**src/rtl/bsr_pkg.sv**
```systemverilog
`timescale 1ns / 1ps
package bsr_pkg;

    // Width of the window register and of the pending byte count
    localparam int CNT_W = 7;
    // Width of the stream index on the channels
    localparam int PORT_IDX_W = 32;

    // Control of the shared add/subtract unit: y = a + (sub ? ~b : b) + (sub | cin)
    typedef struct packed {
        logic sub;
        logic cin;
    } t_alu_op;

endpackage

```
**src/rtl/bsr_ifs.sv**
```systemverilog
`timescale 1ns / 1ps
interface bsr_in_if;
    import bsr_pkg::*;
    logic                  valid;
    logic                  ready;
    logic [PORT_IDX_W-1:0] stream_index;
    logic [7:0]            data_byte;
    logic                  byte_valid;
    logic                  end_of_stream;

    modport source (output valid, stream_index, data_byte, byte_valid, end_of_stream,
                    input ready);
    modport sink   (input valid, stream_index, data_byte, byte_valid, end_of_stream,
                    output ready);
endinterface

interface bsr_out_if;
    import bsr_pkg::*;
    logic                  valid;
    logic                  ready;
    logic [7:0]            out_byte;
    logic                  byte_present;
    logic                  last_of_run;
    logic                  stream_ended;
    logic [CNT_W-1:0]      pending_bytes;
    logic [PORT_IDX_W-1:0] next_expected;

    modport source (output valid, out_byte, byte_present, last_of_run, stream_ended,
                    pending_bytes, next_expected, input ready);
    modport sink   (input valid, out_byte, byte_present, last_of_run, stream_ended,
                    pending_bytes, next_expected, output ready);
endinterface

interface bsr_cfg_if;
    import bsr_pkg::*;
    logic             valid;
    logic             ready;
    logic [CNT_W-1:0] window_limit;

    modport source (output valid, window_limit, input ready);
    modport sink   (input valid, window_limit, output ready);
endinterface

```
**src/rtl/bsr_ram.sv**
```systemverilog
`timescale 1ns / 1ps
module bsr_ram #(
    parameter int WIDTH = 8,
    parameter int DEPTH = 64
) (
    input  logic                     i_clk,
    input  logic                     i_we,
    input  logic [$clog2(DEPTH)-1:0] i_waddr,
    input  logic [WIDTH-1:0]         i_wdata,
    input  logic [$clog2(DEPTH)-1:0] i_raddr,
    output logic [WIDTH-1:0]         o_rdata
);

    logic [WIDTH-1:0] r_mem [DEPTH];
    logic [WIDTH-1:0] r_rdata;

    always_ff @(posedge i_clk) begin
        if (i_we) begin
            r_mem[i_waddr] <= i_wdata;
        end
        r_rdata <= r_mem[i_raddr];
    end

    assign o_rdata = r_rdata;

endmodule

```
**src/rtl/bsr_addsub.sv**
```systemverilog
`timescale 1ns / 1ps
module bsr_addsub
    import bsr_pkg::*;
#(
    parameter int WIDTH = 32
) (
    input  t_alu_op          i_op,
    input  logic [WIDTH-1:0] i_a,
    input  logic [WIDTH-1:0] i_b,
    output logic [WIDTH-1:0] o_y
);

    logic [WIDTH-1:0] b_eff;
    logic             carry;

    assign b_eff = i_op.sub ? ~i_b : i_b;
    assign carry = i_op.sub | i_op.cin;
    assign o_y   = i_a + b_eff + WIDTH'(carry);

endmodule

```
**src/rtl/byte_stream_reassembler.sv**
```systemverilog
`timescale 1ns / 1ps
// Channel   Direction  Moves
// i_in      sink       stream_index, data_byte, byte_valid, end_of_stream
// o_out     source     out_byte, byte_present, last_of_run, stream_ended,
//                      pending_bytes, next_expected
// i_cfg     sink       window_limit (always ready)
//
// An input transaction passes through accept and window check, then end offset
// and end distance when it carries an end mark, then check and load per delivered
// byte, or check alone for an empty result. The steps are set by the one shared
// adder/subtractor, used once per step, and by the registered read of the byte ring.
// Synchronous active-low reset clears valid marks and status; no clearing pass.
// A result waiting in the output register holds the sequencer before its next
// result; i_in is ready only while the sequencer is idle.
module byte_stream_reassembler
    import bsr_pkg::*;
#(
    parameter int WINDOW_DEPTH = 64,
    parameter int INDEX_BITS   = 32
) (
    input  logic i_clk,
    input  logic i_rst_n,
    bsr_in_if.sink    i_in,
    bsr_out_if.source o_out,
    bsr_cfg_if.sink   i_cfg
);

    localparam int SLOT_W = $clog2(WINDOW_DEPTH);
    localparam logic [CNT_W-1:0]  DEPTH_CNT = CNT_W'(WINDOW_DEPTH);
    localparam logic [SLOT_W:0]   DEPTH_EXT = (SLOT_W + 1)'(WINDOW_DEPTH);
    localparam logic [SLOT_W-1:0] LAST_SLOT = SLOT_W'(WINDOW_DEPTH - 1);

    typedef enum logic [5:0] {
        S_IDLE  = 6'b000001,
        S_WIN   = 6'b000010,
        S_EOFF  = 6'b000100,
        S_EDIST = 6'b001000,
        S_CHECK = 6'b010000,
        S_LOAD  = 6'b100000
    } t_state;

    t_state r_state, n_state;

    // Item and stream state
    logic [INDEX_BITS-1:0]   r_idx, n_idx;
    logic [7:0]              r_data;
    logic                    r_bv, r_eos;
    logic [INDEX_BITS-1:0]   r_next, n_next;
    logic [SLOT_W-1:0]       r_head, n_head;
    logic [CNT_W-1:0]        r_pend, n_pend;
    logic                    r_end_known, n_end_known;
    logic [INDEX_BITS-1:0]   r_end_pos, n_end_pos;
    logic [CNT_W-1:0]        r_window;
    logic [WINDOW_DEPTH-1:0] r_marks, n_marks;

    // Output register
    logic                  r_out_valid, n_out_valid;
    logic [7:0]            r_out_byte, n_out_byte;
    logic                  r_out_present, n_out_present;
    logic                  r_out_last, n_out_last;
    logic                  r_out_ended, n_out_ended;
    logic [CNT_W-1:0]      r_out_pend, n_out_pend;
    logic [PORT_IDX_W-1:0] r_out_next, n_out_next;

    // Shared unit
    t_alu_op               alu_op;
    logic [INDEX_BITS-1:0] alu_a, alu_b, alu_y;

    logic [CNT_W-1:0]  w_eff;
    logic              dist_small;
    logic              in_win, end_in_win;
    logic [SLOT_W:0]   slot_sum;
    logic [SLOT_W-1:0] slot;
    logic [SLOT_W-1:0] head_inc;
    logic              ram_we;
    logic [7:0]        ram_rdata;
    logic [63:0]       in_idx_ext;
    logic [63:0]       next_ext;
    logic              in_fire, out_fire;

    assign in_fire  = i_in.valid & i_in.ready;
    assign out_fire = r_out_valid & o_out.ready;

    assign i_in.ready  = (r_state == S_IDLE);
    assign i_cfg.ready = 1'b1;

    assign in_idx_ext = 64'(i_in.stream_index);
    assign next_ext   = 64'(r_next);

    assign w_eff = (r_window > DEPTH_CNT) ? DEPTH_CNT : r_window;

    bsr_addsub #(.WIDTH(INDEX_BITS)) u_alu (
        .i_op (alu_op),
        .i_a  (alu_a),
        .i_b  (alu_b),
        .o_y  (alu_y)
    );

    always_comb begin
        alu_op = '{sub: 1'b1, cin: 1'b0};
        alu_a  = r_idx;
        alu_b  = r_next;
        case (r_state)
            S_EOFF: begin
                alu_op = '{sub: 1'b0, cin: r_bv};
                alu_a  = r_idx;
                alu_b  = '0;
            end
            S_CHECK: begin
                alu_op = '{sub: 1'b0, cin: 1'b1};
                alu_a  = r_next;
                alu_b  = '0;
            end
            default: begin
                alu_op = '{sub: 1'b1, cin: 1'b0};
                alu_a  = r_idx;
                alu_b  = r_next;
            end
        endcase
    end

    // Distance checks on the unit output
    assign dist_small = (alu_y[INDEX_BITS-1:CNT_W] == '0);
    assign in_win     = dist_small && (alu_y[CNT_W-1:0] < w_eff);
    assign end_in_win = dist_small && (alu_y[CNT_W-1:0] <= w_eff);

    // d < WINDOW_DEPTH here, so one conditional subtract wraps the slot
    assign slot_sum = (SLOT_W + 1)'(r_head) + (SLOT_W + 1)'(alu_y[SLOT_W-1:0]);
    assign slot     = (slot_sum >= DEPTH_EXT) ? SLOT_W'(slot_sum - DEPTH_EXT)
                                              : slot_sum[SLOT_W-1:0];
    assign head_inc = (r_head == LAST_SLOT) ? '0 : r_head + 1'b1;

    assign ram_we = (r_state == S_WIN) && r_bv && in_win && !r_marks[slot];

    bsr_ram #(.WIDTH(8), .DEPTH(WINDOW_DEPTH)) u_ring (
        .i_clk   (i_clk),
        .i_we    (ram_we),
        .i_waddr (slot),
        .i_wdata (r_data),
        .i_raddr (r_head),
        .o_rdata (ram_rdata)
    );

    always_comb begin
        n_state       = r_state;
        n_idx         = r_idx;
        n_next        = r_next;
        n_head        = r_head;
        n_pend        = r_pend;
        n_end_known   = r_end_known;
        n_end_pos     = r_end_pos;
        n_marks       = r_marks;
        n_out_valid   = out_fire ? 1'b0 : r_out_valid;
        n_out_byte    = r_out_byte;
        n_out_present = r_out_present;
        n_out_last    = r_out_last;
        n_out_ended   = r_out_ended;
        n_out_pend    = r_out_pend;
        n_out_next    = r_out_next;

        case (r_state)
            S_IDLE: begin
                if (in_fire) begin
                    n_idx   = in_idx_ext[INDEX_BITS-1:0];
                    n_state = S_WIN;
                end
            end
            S_WIN: begin
                if (ram_we) begin
                    n_marks[slot] = 1'b1;
                    n_pend        = r_pend + 1'b1;
                end
                n_state = r_eos ? S_EOFF : S_CHECK;
            end
            S_EOFF: begin
                n_idx   = alu_y;
                n_state = S_EDIST;
            end
            S_EDIST: begin
                if (end_in_win) begin
                    n_end_known = 1'b1;
                    n_end_pos   = r_idx;
                end
                n_state = S_CHECK;
            end
            S_CHECK: begin
                if (!r_out_valid || out_fire) begin
                    if (r_marks[r_head]) begin
                        // ring read of this slot lands in S_LOAD
                        n_marks[r_head] = 1'b0;
                        n_head          = head_inc;
                        n_next          = alu_y;
                        if (r_pend != '0) begin
                            n_pend = r_pend - 1'b1;
                        end
                        n_state = S_LOAD;
                    end else begin
                        // nothing to deliver: one status-only result
                        n_out_valid   = 1'b1;
                        n_out_byte    = '0;
                        n_out_present = 1'b0;
                        n_out_last    = 1'b1;
                        n_out_ended   = r_end_known && (r_next == r_end_pos);
                        n_out_pend    = r_pend;
                        n_out_next    = next_ext[PORT_IDX_W-1:0];
                        n_state       = S_IDLE;
                    end
                end
            end
            S_LOAD: begin
                n_out_valid   = 1'b1;
                n_out_byte    = ram_rdata;
                n_out_present = 1'b1;
                n_out_last    = !r_marks[r_head];
                n_out_ended   = r_end_known && (r_next == r_end_pos);
                n_out_pend    = r_pend;
                n_out_next    = next_ext[PORT_IDX_W-1:0];
                n_state       = r_marks[r_head] ? S_CHECK : S_IDLE;
            end
            default: begin
                n_state = S_IDLE;
            end
        endcase
    end

    always_ff @(posedge i_clk) begin
        if (!i_rst_n) begin
            r_state     <= S_IDLE;
            r_next      <= '0;
            r_head      <= '0;
            r_pend      <= '0;
            r_end_known <= 1'b0;
            r_end_pos   <= '0;
            r_marks     <= '0;
            r_window    <= CNT_W'(64);
            r_out_valid <= 1'b0;
        end else begin
            r_state     <= n_state;
            r_next      <= n_next;
            r_head      <= n_head;
            r_pend      <= n_pend;
            r_end_known <= n_end_known;
            r_end_pos   <= n_end_pos;
            r_marks     <= n_marks;
            r_out_valid <= n_out_valid;
            if (i_cfg.valid) begin
                r_window <= i_cfg.window_limit;
            end
        end
    end

    always_ff @(posedge i_clk) begin
        r_idx         <= n_idx;
        r_out_byte    <= n_out_byte;
        r_out_present <= n_out_present;
        r_out_last    <= n_out_last;
        r_out_ended   <= n_out_ended;
        r_out_pend    <= n_out_pend;
        r_out_next    <= n_out_next;
        if (in_fire) begin
            r_data <= i_in.data_byte;
            r_bv   <= i_in.byte_valid;
            r_eos  <= i_in.end_of_stream;
        end
    end

    assign o_out.valid         = r_out_valid;
    assign o_out.out_byte      = r_out_byte;
    assign o_out.byte_present  = r_out_present;
    assign o_out.last_of_run   = r_out_last;
    assign o_out.stream_ended  = r_out_ended;
    assign o_out.pending_bytes = r_out_pend;
    assign o_out.next_expected = r_out_next;

endmodule
```
**src/flat_wrapper.sv**
```systemverilog
// flat-port wrapper written by rule: the top's interface ports become plain ports
module byte_stream_reassembler_flat import bsr_pkg::*;
#(
    parameter int WINDOW_DEPTH = 64,
    parameter int INDEX_BITS   = 32
)
  (i_clk, i_rst_n, i_in_valid, i_in_stream_index, i_in_data_byte, i_in_byte_valid, i_in_end_of_stream, i_in_ready, o_out_valid, o_out_out_byte, o_out_byte_present, o_out_last_of_run, o_out_stream_ended, o_out_pending_bytes, o_out_next_expected, o_out_ready, i_cfg_valid, i_cfg_window_limit, i_cfg_ready);
  bsr_in_if i_in_i ();
  bsr_out_if o_out_i ();
  bsr_cfg_if i_cfg_i ();
  input  logic i_clk;
  input  logic i_rst_n;
  input wire logic [$bits(i_in_i.valid)-1:0] i_in_valid;
  input wire logic [$bits(i_in_i.stream_index)-1:0] i_in_stream_index;
  input wire logic [$bits(i_in_i.data_byte)-1:0] i_in_data_byte;
  input wire logic [$bits(i_in_i.byte_valid)-1:0] i_in_byte_valid;
  input wire logic [$bits(i_in_i.end_of_stream)-1:0] i_in_end_of_stream;
  output wire logic [$bits(i_in_i.ready)-1:0] i_in_ready;
  output wire logic [$bits(o_out_i.valid)-1:0] o_out_valid;
  output wire logic [$bits(o_out_i.out_byte)-1:0] o_out_out_byte;
  output wire logic [$bits(o_out_i.byte_present)-1:0] o_out_byte_present;
  output wire logic [$bits(o_out_i.last_of_run)-1:0] o_out_last_of_run;
  output wire logic [$bits(o_out_i.stream_ended)-1:0] o_out_stream_ended;
  output wire logic [$bits(o_out_i.pending_bytes)-1:0] o_out_pending_bytes;
  output wire logic [$bits(o_out_i.next_expected)-1:0] o_out_next_expected;
  input wire logic [$bits(o_out_i.ready)-1:0] o_out_ready;
  input wire logic [$bits(i_cfg_i.valid)-1:0] i_cfg_valid;
  input wire logic [$bits(i_cfg_i.window_limit)-1:0] i_cfg_window_limit;
  output wire logic [$bits(i_cfg_i.ready)-1:0] i_cfg_ready;
  assign i_in_i.valid = i_in_valid;
  assign i_in_i.stream_index = i_in_stream_index;
  assign i_in_i.data_byte = i_in_data_byte;
  assign i_in_i.byte_valid = i_in_byte_valid;
  assign i_in_i.end_of_stream = i_in_end_of_stream;
  assign i_in_ready = i_in_i.ready;
  assign o_out_valid = o_out_i.valid;
  assign o_out_out_byte = o_out_i.out_byte;
  assign o_out_byte_present = o_out_i.byte_present;
  assign o_out_last_of_run = o_out_i.last_of_run;
  assign o_out_stream_ended = o_out_i.stream_ended;
  assign o_out_pending_bytes = o_out_i.pending_bytes;
  assign o_out_next_expected = o_out_i.next_expected;
  assign o_out_i.ready = o_out_ready;
  assign i_cfg_i.valid = i_cfg_valid;
  assign i_cfg_i.window_limit = i_cfg_window_limit;
  assign i_cfg_ready = i_cfg_i.ready;
  byte_stream_reassembler #(.WINDOW_DEPTH(WINDOW_DEPTH), .INDEX_BITS(INDEX_BITS)) u_core (.i_clk(i_clk), .i_rst_n(i_rst_n), .i_in(i_in_i), .o_out(o_out_i), .i_cfg(i_cfg_i));
endmodule
```
**config.mk**
```make
export PLATFORM = sky130hd
export DESIGN_NAME = byte_stream_reassembler_flat
export DESIGN_NICKNAME = d
export VERILOG_FILES = /design/src/rtl/bsr_pkg.sv /design/src/rtl/bsr_ifs.sv /design/src/rtl/bsr_ram.sv /design/src/rtl/bsr_addsub.sv /design/src/rtl/byte_stream_reassembler.sv /design/src/flat_wrapper.sv
export SDC_FILE = /design/constraint.sdc
export NUM_CORES = 1
export LEC_CHECK = 0
export BUFFER_PORTS_ARGS = -buffer_cell sky130_fd_sc_hd__buf_2
export CAP_MARGIN = 20
export CORE_MARGIN = 8
export CORE_UTILIZATION = 55
export DETAILED_ROUTE_END_ITERATION = 12
export GPL_TIMING_DRIVEN = 0
export PLACE_DENSITY = 0.76
export SYNTH_ARGS = -nofsm -noshare
export SYNTH_HDL_FRONTEND = slang
export SYNTH_HIERARCHICAL = 1
export SYNTH_SLANG_ARGS = --single-unit
```
**constraint.sdc**
```tcl
create_clock -name i_clk -period 7.5 [get_ports i_clk]
set_clock_uncertainty 0.1 [all_clocks]
set_input_delay 0.75 -clock i_clk [delete_from_list [all_inputs] [get_ports i_clk]]
set_output_delay 0.75 -clock i_clk [all_outputs]
set_load 0.05 [all_outputs]
```
[After elaboration in Yosys (flattened, before gate mapping)]
Memory sizes are Yosys's and may differ from the RTL's. A register that Yosys moved wholly into a read port is not among the register bits.
Index checks and enable logic that the tools add are counted.
Word-level totals
  flip-flop bits (word level): 248
  latch bits: 0
  bits in writable memories: 512
  memory bits (read-only): 0
  input port bits: 54
  output and inout port bits: 53
  logic and storage cells: 137
  memories: 1
Operators by class
  add/subtract/negate cells: 7
  multipliers: 0
  divide/modulo/power cells: 0
  order comparisons: 8
  eq/ne operators: 14
  shift operators: 0
  multiplexer cells: 56
  bitwise operators: 7
  reduce and logical (&&, ||, !) cells: 25
Memories
  u_core.u_ring.r_mem: depth 64, width 8, read ports 1, clocked after memory_dff 1, write ports 1, line bsr_ram.sv:14  | logic [WIDTH-1:0] r_mem [DEPTH];
Operator list (number)
  32-bit two-way mux: 6
  64-bit two-way mux: 3
  32-bit one-hot mux with 2 select lines: 2
  64-bit one-hot mux with 2 select lines: 1
  64-bit AND: 1
  64-bit inverter: 1
  64-bit OR: 1
  7-bit two-way mux: 7
  6-bit one-hot mux with 6 select lines: 1
  32-bit by 1-bit adder with 32-bit output: 1
  32-bit adder: 1
  32-bit equality test: 1
  32-bit inverter: 1
  6-bit two-way mux: 5
  7-bit one-hot mux with 2 select lines: 2
  25-bit zero test: 1
  8-bit two-way mux: 2
  8-bit one-hot mux with 2 select lines: 1
  1-bit two-way mux: 15
  6-bit by 7-bit < comparator with 1-bit output, second input constant: 2
  1-bit binary-select mux with 6-bit select: 2
  1-bit demux with 6-bit select: 2
  6-bit equality test, second input constant: 2
  6-bit by 1-bit >= comparator with 1-bit output, second input constant: 2
  other kinds (31): 54

[Longest topological paths before layout]
Gate-level depths: netlist of run 1.
  word-level depth: 17
  gate-level depth with buffers: 25
  gate-level depth less buffers: 22

[Modules after synthesis]
Netlist of run 1, hierarchy kept.
By module, submodules not included
  bsr_ram: times used 1, cells an instance 940, area each 20166.8 µm², sequential area each 15534.9 µm²
  byte_stream_reassembler: times used 1, cells an instance 1287, area each 12741.0 µm², sequential area each 5885.6 µm²
  bsr_addsub: times used 1, cells an instance 288, area each 2060.7 µm², sequential area each 0.0 µm²

[Worst setup path before layout of run 1]
OpenSTA, ideal clock, no wires.
  kind: reg2reg
  from: register u_core.r_state[5]
  to: memory u_core.u_ring.r_mem[62][0], enable pin
  library setup time: 370 ps
  arrival: 5810 ps
  required time: 7030 ps
  slack: 1219 ps
  stages on the path, launching flop included: 25
  buffers on the path: 7
  clock period less this slack: 6281 ps
  cells stage by stage: dfxtp_1 -> nor2_1 -> nand4b_1 -> clkbuf_1 -> and2_1 -> clkbuf_1 -> buf_1 -> xor2_1 -> fa_1 -> inv_1 -> fa_1 -> inv_1 -> fa_1 -> buf_2 -> buf_2 -> buf_2 -> nor2_1 -> a32oi_1 -> a31oi_1 -> a32oi_2 -> a21oi_2 -> buf_2 -> nor2b_1 -> nand3_1 -> nor2_1
RTL lines
  start, declared: line byte_stream_reassembler.sv:42  | t_state r_state, n_state;
  start signal, assigned: line byte_stream_reassembler.sv:238  | r_state <= n_state;
  end, declared: line bsr_ram.sv:14

==> metrics.yaml, run 1 <==
max_stage_delay_ns: 0.54
crit_arrival_ns: 7.71
root_buffer: "clkbuf_16"
dpl_cell_area_mm2: 0.0371
drive_gt1_frac: 0.236
startpoint_type: "flop"
num_rows: 92
die_w_um: 268
grt_pass1_wl_mm: 158
rsz0062_at_grt: "true"
grt_max_degree: 42
nNetsFinal: 2858
die_area_mm2: 0.0719
tightest_slew_ns: 0.987
status: "completed"
p_clk_frac: 0.430
fmax_mhz: 135
dieHeight_um: 268
drc: 0
routed_wl_mm: 109
maxSlewViolCount: 0
max_cap_viol_count: 0
end_kind: "flop"
antennaDiodeCount: 0
cts_max_level: 3
power_frac_seq: 0.498
antenna_found_initial: 1
synth-edff-count: 604
fin_crit_ns: 7.41
yosysSeqAreaShare: 0.613
clk_latency_ns: 0.65
synth.cell_area_mm2: 0.0350
worst_hold_path_type: "primary input to flop"
synth-seq-cells: 768
path_class: "flop to flop"
ys_dominant_reg_cell: "edfxtp_1"
wire_per_inst_um: 29.7
synthArstFlopShare: 0
clkTransAtPathRegs_ns: 0.07
crit_path_max_fanout: 16
synth_cells: 2515
timing.hold.ws_ns: 0.174
start_util: 0.555
place_congestion: 0.992
drtIter0Drc: 2589
worstPathRequired_ns: 7.80
holdBufCountCts: 0
ys_types: 95
slew-limit-headroom: 0.337
final_common_cell: "edfxtp_1"
grt_pass1_vias: 23700
switching_share: 0.238
grt_overflow: 0
num_vias: 23900
final_cell_area_mm2: 0.0407
numCtsBuffers: 80
ioPinCount: 107
switching_power_w: 0.00224
core_mm2: 0.0630
yosysWarnings: 6
final_util: 0.647
p_comb_frac: 0.072
hpwl_mm: 74.3
finalSetupTns_ns: 0
synth_nets: 2621
cts_tree: "built"
hold_viol: 0
post_drt_via_cell_ratio: 6.52
power_density_mw_per_mm2: 230
first_pass_iters: 6
clockBufferDepth: 3
setup_violations: 0
final_cell_mix: "edfxtp_1 (604), nand2_1 (213), dfxtp_1 (164)"
port_buffers: 103
cp_slowest_cell: "fa_1"
areaGrowthSynthToFinish_pct: 16.5
syn_avg_cell_area_um2: 13.9
p_leak_nw: 13.9
p_int_w: 0.00714
cts_sinks: 768
ir_drop_uv: 253
track_usage: 0.298
ant_nets: 0
min_period_over_period: 0.988
cpMostUsedCell: "fa_1"
[worst max-delay path, delay by kind of cell, from the launching register on]
family / cells / cell delay, ns
buffers and inverters: 10 / 2.31
AND/OR/NAND/NOR: 7 / 1.44
adder cells (fa/ha/maj): 3 / 1.39
AO/OA/AOI/OAI: 4 / 0.91
multiplexers: 2 / 0.62
flip-flops: 1 / 0.39
[routing by layer]
metal | vias up | global-route usage | part of all wire | wire (um)
li1 | 10200 | - | - | -
met1 | 11900 | 0.389 | 0.39 | 42000
met2 | 1431 | 0.475 | 0.47 | 51300
met3 | 348 | 0.0596 | 0.090 | 9760
met4 | 0 | 0.151 | 0.054 | 5890
met5 | - | 0 | 0 | 0
[metrics by stage]
step | instances | power (W) | worst slack [ns]
after CTS | 3648 | 0.00936 | 0.00492
after global routing | 3664 | 0.00962 | -0.0564
after detailed placement | 3487 | 0.00536 | -1.87
after global placement | 3464 | 0.00530 | -1.87
final | 3664 | 0.00937 | 0.0902
after floorplan | 2515 | 0.00510 | 1.22
[Yosys cell counts, types with 6 or more instances]
master       n  area share
nand4_1     25      0.0045
dfxtp_1    164       0.094
and2_1      19      0.0034
mux2_2      50       0.016
nor3_1      25      0.0036
o31ai_1      6      0.0013
nand2b_1    21      0.0038
mux2i_1    128       0.037
a31oi_1     16      0.0029
inv_1       39      0.0042
or3_1        6      0.0011
o22ai_1     14      0.0025
edfxtp_1   604        0.52
buf_6        8      0.0026
mux4_2     131       0.084
o21ai_0     58      0.0083
buf_2       33      0.0047
a41oi_1      6      0.0015
o211ai_1    28      0.0060
a221oi_1     8      0.0020
nor2b_1     33      0.0059
a211oi_1    14      0.0030
clkbuf_1    77      0.0083
nor3b_1     13      0.0028
a21o_1      20      0.0043
o2111ai_1    8      0.0020
buf_4       26      0.0056
ha_1        48       0.017
nand2_1    218       0.023
xnor2_1     51       0.013
o221ai_1    11      0.0028
xor2_1      51       0.013
buf_1       12      0.0013
nand3b_1    11      0.0024
nand3_1     49      0.0070
a22oi_1     20      0.0043
o21a_1       9      0.0019
and3_1      42      0.0075
o311ai_0    26      0.0065
nor4_1      15      0.0027
a21oi_1     60      0.0086
nor2_1     202       0.022
a311oi_1    12      0.0030
[cell type report]
type                            instances  area (um^2)
Fill cell                            4495        22200
Sequential cell                       768        21400
Multi-Input combinational cell       1547        13200
Clock buffer                          101         2130
Timing Repair Buffer                  159         1410
Tap cell                              846         1060
Buffer                                155          861
Clock inverter                         47          553
Inverter                               41          156
[power groups by stage]
stage,clock network (W),logic (W),registers [W]
floorplan,0,0.000335,0.00476
global placement,0,0.000500,0.00480
detailed placement,0,0.000601,0.00476
CTS,0.00406,0.000634,0.00467
global route,0.00424,0.000712,0.00467
finish,0.00403,0.000674,0.00467
[path summary, 6_finish.rpt]
| check | start | endpoint | slack [ns] | depth (start not counted) |
|---|---|---|---|---|
| worst min register to register | u_core/r_end_known | u_core/r_end_known | 0.37 | 2 |
| worst max-delay path | u_core/r_state[5] | u_core/u_ring/r_mem[6][0] | 0.09 | 26 |
| worst min-delay path | i_in_data_byte[4] | u_core/r_data[4] | 0.17 | 1 |
| worst max register to register | u_core/r_state[5] | u_core/u_ring/r_mem[6][0] | 0.09 | 26 |
[repair_timing]
| item | 4_1_cts | 5_1_grt |
|---|---|---|
| setup buffers | 15 | 18 |
| endpoints found under the setup margin | 611 | 512 |
| pin swaps | 12 | 10 |
| endpoints found under the hold margin | 0 | 0 |
| gates resized for setup | 154 | 29 |
[flip-flops by register name (all words and copies together) (netlist names)]
name	flops
u_core/r_bv	1
u_core/r_eos	1
u_core/o_out.valid	1
u_core/r_pend	7
u_core/u_ring/o_rdata	8
u_core/r_window	7
u_core/r_marks	64
u_core/o_out.byte_present	1
u_core/u_ring/r_mem	512
u_core/r_next	32
u_core/o_out.last_of_run	1
u_core/r_end_known	1
u_core/r_idx	32
u_core/o_out.next_expected	32
u_core/r_end_pos	32
u_core/r_head	6
u_core/r_state	6
u_core/o_out.pending_bytes	7
u_core/r_data	8
u_core/o_out.stream_ended	1
u_core/o_out.out_byte	8
[kinds of logic after synthesis]
| kind of cell | count (synthesis) | synth area share |
|---|---|---|
| flip-flops | 768 | 0.613 |
| AND/OR/NAND/NOR | 702 | 0.0953 |
| AO/OA/AOI/OAI | 376 | 0.0782 |
| multiplexers | 312 | 0.139 |
| buffers and inverters | 200 | 0.0285 |
| XOR/XNOR | 104 | 0.0268 |
| adder cells (fa/ha/maj) | 52 | 0.0195 |
| other | 1 | 0.000107 |
No activity file was read; power rests on OpenSTA's default activity.
==> run 2, diff against run 1 <==
--- a/config.mk
+++ b/config.mk
@@ -12,6 +12,7 @@
 export DETAILED_ROUTE_END_ITERATION = 12
 export GPL_TIMING_DRIVEN = 0
 export PLACE_DENSITY = 0.76
+export REMOVE_ABC_BUFFERS = 1
 export SYNTH_ARGS = -nofsm -noshare
 export SYNTH_HDL_FRONTEND = slang
 export SYNTH_HIERARCHICAL = 1
==> run 2 against run 1 <==
Net effect:
- utilization down 0.58 points
- final cell count down 3.7%
- clock-buffer cell count down 15
- highest routed layer unchanged
==> metrics.yaml, run 2 (same netlist as run 1, synthesis figures left out) <==
clkTransAtPathRegs_ns: 0.07
root_buffer: "clkbuf_16"
clockBufferDepth: 3
hpwl_mm: 59.5
worst_hold_path_type: "primary input to flop"
antenna_found_initial: 0
drive_gt1_frac: 0.229
max_cap_viol_count: 0
routed_wl_mm: 95.1
grt_pass1_wl_mm: 142
largestRegisters: "u_core/u_ring/r_mem (512), u_core/r_marks (64)"
dieHeight_um: 268
crit_chain: "nor4_2 -> nand3b_1 -> buf_8 -> and2_2 -> buf_12 -> or2_2 -> fa_1 -> inv_1 -> fa_1 -> inv_1 -> fa_2 -> mux2i_1 -> mux4_2 -> nor3_1 -> a31oi_1 -> a32oi_2 -> a21oi_4 -> buf_12 -> buf_4 -> nand4_1 -> buf_4 -> nor2_2"
place_congestion: 0.927
cts_tree: "built"
start_util: 0.555
holdBufCountCts: 0
wire_per_inst_um: 27.0
worstPathRequired_ns: 7.73
drc: 0
ioPinCount: 107
core_mm2: 0.0630
cp_slowest_cell: "fa_2"
grt_pass1_vias: 22800
nNetsFinal: 2730
p_leak_nw: 13.6
m1WireLength_mm: 36.8
end_kind: "flop"
port_buffers: 105
drtIter0Drc: 2725
maxSlewViolCount: 0
post_drt_via_cell_ratio: 6.61
startpoint_type: "flop"
max_stage_delay_ns: 0.91
ant_nets: 0
worst_slack_ns: 0.0913
worst-path-buf-inv: 7
numCtsBuffers: 76
tightest_slew_ns: 1.01
fmax_mhz: 135
track_usage: 0.260
areaGrowthSynthToFinish_pct: 15.5
crit_arrival_ns: 7.64
final_common_cell: "edfxtp_1"
final_cell_area_mm2: 0.0404
num_rows: 92
regMostFlops: "u_core/u_ring/r_mem"
fin_crit_ns: 7.41
grt_max_degree: 59
slew-limit-headroom: 0.320
setup_violations: 0
hold_viol: 0
rsz0062_at_grt: "true"
largest_reg_flops: 512
ir_drop_uv: 228
cts_max_level: 3
first_pass_iters: 7
num_vias: 23300
final_cell_mix: "edfxtp_1 (604), nand2_1 (213), dfxtp_1 (159)"
dpl_cell_area_mm2: 0.0368
power_density_mw_per_mm2: 227
die_area_mm2: 0.0719
critPathTopFamily: "simple AND/OR/NAND/NOR gates"
grt_overflow: 0
path_class: "flop to flop"
die_w_um: 268
wl_met2_mm: 45.7
cts_sinks: 768
place_ws_ns: -2.22
met3_length_mm: 8.36
clk_latency_ns: 0.64
status: "completed"
min_period_over_period: 0.988
crit_path_max_fanout: 34
top_layer_used: "met4"
-- run 2: cell types whose count changed in the layout (fill, tap and decap cells not counted), moves of 5 or more --
cell	change
buf_12	+11
nor2_2	-8
nor2_4	+7
buf_8	+8
clkbuf_2	-5
buf_1	-9
clkbuf_1	-73
buf_16	+8
buf_6	-8
buf_2	-34
buf_4	-28
dfxtp_1	-5
-- run 2: per-layer routing --
metal	GRT usage	vias up
li1	-	9921
met1	0.345	11700
met2	0.418	1465
met3	0.0476	267
met4	0.114	0
met5	0	-
-- run 2: path summary, 6_finish.rpt --
kind / from / to / slack (ns) / cells after the start
setup / recovery: u_core/r_state[5] / u_core/u_ring/r_mem[7][3] / 0.09 / 22
hold / removal: i_in_data_byte[2] / u_core/r_data[2] / 0.18 / 1
setup reg to reg: u_core/r_state[5] / u_core/u_ring/r_mem[7][3] / 0.09 / 22
hold reg to reg: u_core/r_end_known / u_core/r_end_known / 0.35 / 2
-- run 2: layout make-up --
class / count / area [um^2]
inverters: 41 / 164
diodes: 1 / 2.50
well taps: 846 / 1060
fillers: 4330 / 22600
repair buffers: 189 / 2030
clock buffers: 86 / 1960
clock inverters: 50 / 571
flip-flops and latches: 768 / 21400
multi-input cells: 1548 / 13200
-- run 2: repair_timing --
item,in CTS,in global routing
gates resized for setup,130,16
gates cloned,1,0
buffers inserted,31,3
setup endpoints to repair,600,516
pin swaps,19,3
-- run 2: stage by stage --
step	setup TNS (ns)	util	power [W]	hold slack (ns)	instances
2_1_floorplan	-1845.25	-	0.00508	0.326	2356
3_3_place_gp	-5123.35	0.567	0.00526	0.335	3307
3_5_place_dp	-1064.54	0.584	0.00532	0.342	3354
4_1_cts	-1.11	0.639	0.00917	0.156	3522
5_1_grt	-0.683	0.641	0.00941	0.160	3528
6_report	0	0.641	0.00918	0.183	3529
-- run 2: report_power, final --
| part | internal, W | switching (W) |
|---|---|---|
| clock | 0.00219 | 0.00170 |
| sequential | 0.00463 | 0.0000316 |
| combinational | 0.000196 | 0.000438 |
| total | 0.00701 | 0.00217 |
-- run 2: worst reg2reg max path, stage by stage, from the launching register on --
cell and delay (ns):
dfxtp_1 0.34, nor4_2 0.45, nand3b_1 0.21, buf_8 0.22, and2_2 0.38, buf_12 0.26
or2_2 0.32, fa_1 0.43, inv_1 0.09, fa_1 0.40, inv_1 0.22, fa_2 0.91
mux2i_1 0.19, mux4_2 0.50, nor3_1 0.47, a31oi_1 0.12, a32oi_2 0.55, a21oi_4 0.13
buf_12 0.17, buf_4 0.16, nand4_1 0.15, buf_4 0.23, nor2_2 0.14
